`src/imp_pkg.sv`:
```
`default_nettype none
// ----------------------------------------------------------------------------
// imp_pkg
// Shared widths, memory entry codes and the frame summary type of the
// peak-centered image moments block.
// ----------------------------------------------------------------------------
package imp_pkg;

	localparam int MAX_SIDE  = 256;
	localparam int PIX_W     = 16;
	localparam int FRAC_BITS = 8;
	localparam int SIDE_W    = 9;
	localparam int POS_W     = 8;

	localparam int SUM_W = 33;  // intensity sum
	localparam int WX_W  = 41;  // first order sums
	localparam int SQ_W  = 49;  // second order sums
	localparam int ACC_W = 52;  // signed work width of the centering step
	localparam int SQP_W = 2 * POS_W;

	localparam int DIVN_W = SQ_W + FRAC_BITS;
	localparam int CNT_W  = $clog2(DIVN_W);
	localparam int Q_W    = 25;

	localparam int MEM_DEPTH = 6;
	localparam int MEM_AW    = 3;

	// Entries of the accumulator memory.
	localparam logic [MEM_AW-1:0] ENT_SUM = 3'd0;
	localparam logic [MEM_AW-1:0] ENT_X   = 3'd1;
	localparam logic [MEM_AW-1:0] ENT_Y   = 3'd2;
	localparam logic [MEM_AW-1:0] ENT_XX  = 3'd3;
	localparam logic [MEM_AW-1:0] ENT_XY  = 3'd4;
	localparam logic [MEM_AW-1:0] ENT_YY  = 3'd5;

	localparam logic CFG_COLUMNS = 1'b0;
	localparam logic CFG_ROWS    = 1'b1;

	typedef struct packed {
		logic [SUM_W-1:0] sum;
		logic [WX_W-1:0]  sx;
		logic [WX_W-1:0]  sy;
		logic [SQ_W-1:0]  sxx;
		logic [SQ_W-1:0]  sxy;
		logic [SQ_W-1:0]  syy;
		logic [POS_W-1:0] px;
		logic [POS_W-1:0] py;
		logic [PIX_W-1:0] maxv;
		logic [PIX_W-1:0] minv;
	} imp_frame_t;

endpackage
`default_nettype wire

```
`src/imp_div.sv`:
```
`default_nettype none
// ----------------------------------------------------------------------------
// imp_div
// Restoring divider, one quotient bit per cycle: floor(num * 2^FRAC / den),
// keeping the low quotient bits.
// ----------------------------------------------------------------------------
module imp_div (
	input  wire logic                       clk,
	input  wire logic                       arst_n,
	input  wire logic                       start,
	input  wire logic [imp_pkg::SQ_W-1:0]   num,
	input  wire logic [imp_pkg::SUM_W-1:0]  den,
	output logic                            done,
	output logic [imp_pkg::Q_W-1:0]         quo
);
	import imp_pkg::*;

	logic               busy_q;
	logic               done_q;
	logic [CNT_W-1:0]   cnt_q;
	logic [SUM_W-1:0]   rem_q;
	logic [DIVN_W-1:0]  sh_q;
	logic [Q_W-1:0]     quo_q;
	logic [SUM_W:0]     trial;
	logic               ge;
	logic [SUM_W:0]     diff;

	assign trial = {rem_q, sh_q[DIVN_W-1]};
	assign ge    = trial >= {1'b0, den};
	assign diff  = trial - {1'b0, den};

	always_ff @(posedge clk or negedge arst_n) begin
		if (!arst_n) begin
			busy_q <= 1'b0;
			done_q <= 1'b0;
			cnt_q  <= '0;
		end else begin
			done_q <= 1'b0;
			if (start) begin
				busy_q <= 1'b1;
				cnt_q  <= '0;
			end else if (busy_q) begin
				cnt_q <= cnt_q + 1'b1;
				if (cnt_q == CNT_W'(DIVN_W - 1)) begin
					busy_q <= 1'b0;
					done_q <= 1'b1;
				end
			end
		end
	end

	always_ff @(posedge clk) begin
		if (start) begin
			rem_q <= '0;
			sh_q  <= {num, {FRAC_BITS{1'b0}}};
			quo_q <= '0;
		end else if (busy_q) begin
			rem_q <= ge ? diff[SUM_W-1:0] : trial[SUM_W-1:0];
			sh_q  <= {sh_q[DIVN_W-2:0], 1'b0};
			quo_q <= {quo_q[Q_W-2:0], ge};
		end
	end

	assign done = done_q;
	assign quo  = quo_q;

endmodule
`default_nettype wire

```
`src/imp_final.sv`:
```
`default_nettype none
// ----------------------------------------------------------------------------
// imp_final
// End of frame: moves the raw second sums to the peak, divides by the
// intensity sum (unless it is zero) and holds the result word until it is taken.
// ----------------------------------------------------------------------------
module imp_final (
	input  wire logic                        clk,
	input  wire logic                        arst_n,
	input  wire logic                        go,
	input  wire imp_pkg::imp_frame_t         frame,
	output logic                             busy,
	output logic                             result_valid,
	input  wire logic                        result_stall,
	output logic [15:0]                      centroid_x,
	output logic [15:0]                      centroid_y,
	output logic [23:0]                      moment_xx,
	output logic signed [24:0]               moment_xy,
	output logic [23:0]                      moment_yy,
	output logic [imp_pkg::POS_W-1:0]        peak_x,
	output logic [imp_pkg::POS_W-1:0]        peak_y,
	output logic [imp_pkg::PIX_W-1:0]        max_value,
	output logic [imp_pkg::PIX_W-1:0]        min_value,
	output logic                             zero_sum
);
	import imp_pkg::*;

	localparam logic [2:0] F_IDLE   = 3'd0;
	localparam logic [2:0] F_SQ     = 3'd1;
	localparam logic [2:0] F_MUL    = 3'd2;
	localparam logic [2:0] F_DSTART = 3'd3;
	localparam logic [2:0] F_DWAIT  = 3'd4;
	localparam logic [2:0] F_OUT    = 3'd5;

	// Correction steps: each adds one product, or twice it, to a sum or takes it from one.
	localparam logic [2:0] M_PX_SX  = 3'd0;
	localparam logic [2:0] M_PXX_S  = 3'd1;
	localparam logic [2:0] M_PY_SY  = 3'd2;
	localparam logic [2:0] M_PYY_S  = 3'd3;
	localparam logic [2:0] M_PX_SY  = 3'd4;
	localparam logic [2:0] M_PY_SX  = 3'd5;
	localparam logic [2:0] M_PXY_S  = 3'd6;

	// Quotient order.
	localparam logic [2:0] Q_CX  = 3'd0;
	localparam logic [2:0] Q_CY  = 3'd1;
	localparam logic [2:0] Q_MXX = 3'd2;
	localparam logic [2:0] Q_MXY = 3'd3;
	localparam logic [2:0] Q_MYY = 3'd4;

	logic [2:0]              st_q;
	logic [2:0]              step_q;
	logic                    ph_q;
	logic [2:0]              qidx_q;
	logic [SQP_W-1:0]        pxx_q, pyy_q, pxy_q;
	logic [ACC_W-1:0]        cxx_q, cyy_q, cxy_q;
	logic [WX_W+PIX_W-1:0]   prod_q;
	logic [WX_W-1:0]         mul_a;
	logic [PIX_W-1:0]        mul_b;
	logic [ACC_W-1:0]        prod_lo;
	logic [ACC_W-1:0]        prod_x2;
	logic [ACC_W-1:0]        cxy_mag;
	logic [SQ_W-1:0]         div_num;
	logic                    div_start;
	logic                    div_done;
	logic [Q_W-1:0]          div_quo;
	logic [15:0]             cx_q, cy_q;
	logic [23:0]             mxx_q, myy_q;
	logic [24:0]             mxy_q;
	logic                    zs_q;

	always_comb begin
		mul_a = '0;
		mul_b = '0;
		unique case (step_q)
			M_PX_SX: begin mul_a = frame.sx;            mul_b = PIX_W'(frame.px); end
			M_PXX_S: begin mul_a = WX_W'(frame.sum);    mul_b = pxx_q; end
			M_PY_SY: begin mul_a = frame.sy;            mul_b = PIX_W'(frame.py); end
			M_PYY_S: begin mul_a = WX_W'(frame.sum);    mul_b = pyy_q; end
			M_PX_SY: begin mul_a = frame.sy;            mul_b = PIX_W'(frame.px); end
			M_PY_SX: begin mul_a = frame.sx;            mul_b = PIX_W'(frame.py); end
			M_PXY_S: begin mul_a = WX_W'(frame.sum);    mul_b = pxy_q; end
			default: begin mul_a = '0;                  mul_b = '0; end
		endcase
	end

	assign prod_lo = prod_q[ACC_W-1:0];
	assign prod_x2 = {prod_lo[ACC_W-2:0], 1'b0};
	assign cxy_mag = cxy_q[ACC_W-1] ? (~cxy_q + 1'b1) : cxy_q;

	always_comb begin
		unique case (qidx_q)
			Q_CX:    div_num = SQ_W'(frame.sx);
			Q_CY:    div_num = SQ_W'(frame.sy);
			Q_MXX:   div_num = cxx_q[ACC_W-1] ? '0 : cxx_q[SQ_W-1:0];
			Q_MXY:   div_num = cxy_mag[SQ_W-1:0];
			Q_MYY:   div_num = cyy_q[ACC_W-1] ? '0 : cyy_q[SQ_W-1:0];
			default: div_num = '0;
		endcase
	end

	assign div_start = (st_q == F_DSTART);

	imp_div u_div (
		.clk    (clk),
		.arst_n (arst_n),
		.start  (div_start),
		.num    (div_num),
		.den    (frame.sum),
		.done   (div_done),
		.quo    (div_quo)
	);

	always_ff @(posedge clk or negedge arst_n) begin
		if (!arst_n) begin
			st_q         <= F_IDLE;
			step_q       <= '0;
			ph_q         <= 1'b0;
			qidx_q       <= '0;
			result_valid <= 1'b0;
		end else begin
			if (result_valid && !result_stall) begin
				result_valid <= 1'b0;
			end
			unique case (st_q)
				F_IDLE: begin
					if (go) st_q <= F_SQ;
				end
				F_SQ: begin
					step_q <= M_PX_SX;
					ph_q   <= 1'b0;
					qidx_q <= Q_CX;
					st_q   <= (frame.sum == '0) ? F_OUT : F_MUL;
				end
				F_MUL: begin
					ph_q <= !ph_q;
					if (ph_q) begin
						step_q <= step_q + 1'b1;
						if (step_q == M_PXY_S) st_q <= F_DSTART;
					end
				end
				F_DSTART: st_q <= F_DWAIT;
				F_DWAIT: begin
					if (div_done) begin
						qidx_q <= qidx_q + 1'b1;
						st_q   <= (qidx_q == Q_MYY) ? F_OUT : F_DSTART;
					end
				end
				F_OUT: begin
					if (!result_valid) begin
						result_valid <= 1'b1;
						st_q         <= F_IDLE;
					end
				end
				default: st_q <= F_IDLE;
			endcase
		end
	end

	always_ff @(posedge clk) begin
		if (st_q == F_SQ) begin
			pxx_q <= frame.px * frame.px;
			pyy_q <= frame.py * frame.py;
			pxy_q <= frame.px * frame.py;
			cxx_q <= ACC_W'(frame.sxx);
			cyy_q <= ACC_W'(frame.syy);
			cxy_q <= ACC_W'(frame.sxy);
			zs_q  <= (frame.sum == '0);
			cx_q  <= '0;
			cy_q  <= '0;
			mxx_q <= '0;
			mxy_q <= '0;
			myy_q <= '0;
		end
		if (st_q == F_MUL) begin
			if (!ph_q) begin
				prod_q <= mul_a * mul_b;
			end else begin
				unique case (step_q)
					M_PX_SX: cxx_q <= cxx_q - prod_x2;
					M_PXX_S: cxx_q <= cxx_q + prod_lo;
					M_PY_SY: cyy_q <= cyy_q - prod_x2;
					M_PYY_S: cyy_q <= cyy_q + prod_lo;
					M_PX_SY: cxy_q <= cxy_q - prod_lo;
					M_PY_SX: cxy_q <= cxy_q - prod_lo;
					M_PXY_S: cxy_q <= cxy_q + prod_lo;
					default: cxy_q <= cxy_q;
				endcase
			end
		end
		if (st_q == F_DWAIT && div_done) begin
			unique case (qidx_q)
				Q_CX:    cx_q  <= div_quo[15:0];
				Q_CY:    cy_q  <= div_quo[15:0];
				Q_MXX:   mxx_q <= div_quo[23:0];
				Q_MXY:   mxy_q <= cxy_q[ACC_W-1] ? (~div_quo + 1'b1) : div_quo;
				Q_MYY:   myy_q <= div_quo[23:0];
				default: myy_q <= myy_q;
			endcase
		end
		if (st_q == F_OUT && !result_valid) begin
			centroid_x <= cx_q;
			centroid_y <= cy_q;
			moment_xx  <= mxx_q;
			moment_xy  <= mxy_q;
			moment_yy  <= myy_q;
			peak_x     <= frame.px;
			peak_y     <= frame.py;
			max_value  <= frame.maxv;
			min_value  <= frame.minv;
			zero_sum   <= zs_q;
		end
	end

	assign busy = (st_q != F_IDLE);

endmodule
`default_nettype wire

```
`config.mk`:
```
export PLATFORM = sky130hd
export DESIGN_NAME = imp_final
export DESIGN_NICKNAME = d
export VERILOG_FILES = /design/src/imp_pkg.sv /design/src/imp_div.sv /design/src/imp_final.sv
export SDC_FILE = /design/constraint.sdc
export NUM_CORES = 2
export LEC_CHECK = 0
export BUFFER_PORTS_ARGS = -buffer_cell sky130_fd_sc_hd__clkbuf_2
export CAP_MARGIN = 5
export CELL_PAD_IN_SITES_DETAIL_PLACEMENT = 2
export CELL_PAD_IN_SITES_GLOBAL_PLACEMENT = 2
export CORE_ASPECT_RATIO = 0.7
export CORE_MARGIN = 1.5
export CORE_UTILIZATION = 42
export CTS_CLUSTER_DIAMETER = 50
export DETAILED_ROUTE_END_ITERATION = 10
export HOLD_SLACK_MARGIN = 0.03
export PLACE_DENSITY = 0.85
export SKIP_LAST_GASP = 1
export SYNTH_ARGS = -nofsm -noshare
export SYNTH_HDL_FRONTEND = slang
export SYNTH_SLANG_ARGS = --single-unit
```
`constraint.sdc`:
```
create_clock -name clk -period 30.6 [get_ports clk]
set_input_delay 6.12 -clock clk [delete_from_list [all_inputs] [get_ports clk]]
set_output_delay 6.12 -clock clk [all_outputs]
set_load 0.01 [all_outputs]
```
==> results_dict.tcl <==
set metrics [dict create \
    core_um2 161000 \
    grtUsageTotal_pct 42.3 \
    synth-main-ff-cell "edfxtp_1" \
    max_cap_violations 1 \
    cts_hold_buf 0 \
    worstPathRequired_ns 31.15 \
    fin_skew_ns 0.0984 \
    antenna_found_initial 38 \
    drtAntennaViolNets 0 \
    clk_pin_slew_ns 0.07 \
    setup_tns_ns 0 \
    clock_path_buffers 3 \
    setup_violations 0 \
    status "complete, but fails checks" \
    critPathMaxFanout 37 \
    grt_pass1_vias 72517 \
    synth_top_area_cell "fa_1" \
    die_w_um 484 \
    final_nets 9694 \
    finalHoldViolCount 0 \
    wl_per_cell_um 33.9 \
    drt_iter0_markers 7224 \
    drive_above_1_share_pct 9.37 \
    yosysMostFrequentCell "nand2_1" \
    synth_top_area_share_pct 18.5 \
    violations "max-capacitance violations, max-slew violations" \
    syn_nets 9452 \
    max-slew-margin-rel_pct -9.50 \
    yosysSeqAreaShare_pct 24.5 \
    ys_warn_count 0 \
    critPathLaunchType "primary input" \
    vias 66920 \
    place_hpwl_mm 272 \
    syn_inst 8014 \
    synthTopCellsByCount "nand2_1 (1,333), inv_1 (860), fa_1 (628), nor2_1 (573), a21oi_1 (532)" \
    yosys.cell_types.count 86 \
    die_y_um 340 \
    pin_count 470 \
    num_rows 123 \
    htree_levels 3 \
    hold_class "reg2reg" \
    synth_edf_count 380 \
    fmax_ghz 0.0668 \
    rsz0062_at_grt "no" \
    end_kind "flop" \
    die_area_um2 165000 \
    synth_seq_cells 640 \
    via_per_inst 6.39 \
    grt-ovfl-total 0 \
    grt_pass1_wl_mm 513 \
    multi_input_area_um2 46800 \
    critPathKind "in2reg" \
    seqCellArea_um2 16700 \
    clk_latency_ns 0.81 \
    start_util_pct 42.4 \
    finalCriticalPeriod_ns 14.97 \
    cp.arrival_ns 15.51 \
    avgSynthCellArea_um2 8.50 \
    grt_max_degree 100 \
    area_growth_pct 11.3 \
    tightest_slew_ns 1.64 \
    clockRootBuffer "clkbuf_16" \
    routed_wl_mm 355 \
    post-route-drc-count 0 \
    firstDrtPassIters 9 \
    cts_setup_buffers 0 \
    syn_area_um2 68100 \
    gp_congestion 1.02 \
    port_buffers 469 \
    period_share_pct 48.9 \
    synth_area_leaders "fa_1 (18%), edfxtp_1 (17%), ha_1 (9.1%)" \
    numCtsBuffers 98 \
    ys_async_sr_fraction_pct 2.97 \
    hold_ws_ns 0.439 \
    drv_slew 3 \
    cts_tree "built" \
    cts_sinks 640 \
    cts_resized 0 \
    num-fill-cells 17572 \
]
-- layout make-up --
type / instances / area share [%]
multi-input combinational: 6111 / 61.8
clock inverter: 70 / 1.12
clock buffer: 116 / 3.42
inverter: 862 / 4.28
sequential: 640 / 22.0
tap: 2125 / 3.51
timing repair buffer: 543 / 3.83
antenna: 13 / 0.0429
-- critical path, stage by stage --
cell and delay (ns):
clkbuf_2 0.29, a222oi_1 0.56, and3_1 0.23, buf_4 0.47, nor2_1 0.15, fa_1 0.56, inv_1 0.08, fa_1 0.43
fa_1 0.60, inv_1 0.08, fa_1 0.54, fa_1 0.54, inv_1 0.08, fa_1 0.62, inv_1 0.08, ha_1 0.38
and4_1 0.20, nand2_1 0.09, o31ai_1 0.85, a31oi_1 0.34, o31a_1 0.51, o21ai_0 0.56, a31oi_1 0.37, o21ai_0 0.39
a21boi_0 0.18, xnor2_1 0.17
-- stage by stage --
step / setup slack (ns) / utilization, % / instance area (um^2) / cells
2_1_floorplan: 17.02 / - / 68100 / 8014
3_3_place_gp: 15.75 / 45.0 / 72400 / 10281
3_5_place_dp: 15.25 / 45.0 / 72400 / 10281
4_1_cts: 15.94 / 47.1 / 75800 / 10467
5_1_grt: 15.48 / 47.1 / 75800 / 10468
6_report: 15.63 / 47.1 / 75800 / 10480
-- cells by family after synthesis --
family	after synthesis	share of synthesized area, %
compound gates	1847	17.1
xor+xnor	466	5.99
fa+ha+maj	1124	27.6
buf+inv	1263	6.96
flops	640	24.5
mux	96	1.42
simple gates	2578	16.5
-- per-layer routing --
metal	share of wire, %	up-vias	GRT usage (%)
met2	44	3536	65.0
met1	40	34604	54.6
met4	6.7	34	25.1
met3	8.9	1047	9.60
met5	0.062	-	0
li1	-	27699	-
-- final timing paths --
path	from	end	slack, ns	cells past startpoint
setup / recovery	frame[45]	prod_q[46]$_DFFE_PP_	15.63	26
hold / removal	mxy_q[14]$_DFF_P_	moment_xy[14]$_DFFE_PP_	0.44	0
setup reg to reg	step_q[0]$_DFFE_PN0P_	prod_q[45]$_DFFE_PP_	18.98	28
hold reg to reg	mxy_q[14]$_DFF_P_	moment_xy[14]$_DFFE_PP_	0.44	0
max in group asynchronous	arst_n	u_div.busy_q$_DFF_PN0_	24.55	1
min in group asynchronous	arst_n	u_div.cnt_q[5]$_DFFE_PN0P_	5.40	1
-- cell usage in the layout (no fill, tap or decap), types with 58 or more instances in the layout --
cell type / synthesis / layout
a22oi_1: 71 / 71
nor2_1: 573 / 567
mux2i_1: 93 / 93
inv_1: 860 / 860
nand3_1: 137 / 135
nand2_1: 1333 / 1327
o21ai_0: 479 / 478
dfxtp_1: 241 / 241
fa_1: 628 / 628
clkbuf_2: 2 / 469
nand4_1: 58 / 58
a21o_1: 195 / 194
xnor2_1: 306 / 306
edfxtp_1: 380 / 380
nor3_1: 64 / 63
ha_1: 496 / 495
a31oi_1: 79 / 79
a21oi_1: 532 / 532
buf_4: 0 / 74
clkbuf_16: 0 / 99
xor2_1: 160 / 160
and2_1: 127 / 125
-- registers in the layout, indices dropped and copies added, names as in the netlist, 24 cells and up --
signal       flops
cyy_q           52
moment_xy       25
mxy_q           25
cxx_q           52
u_div.quo       25
prod_q          52
u_div.sh_q      49
cxy_q           52
moment_xx       24
myy_q           24
moment_yy       24
mxx_q           24
u_div.rem_q     33
Power is left out: the tool's default activity adds up to more than one toggle a clock period on the data nets, which glitch-free logic cannot reach.
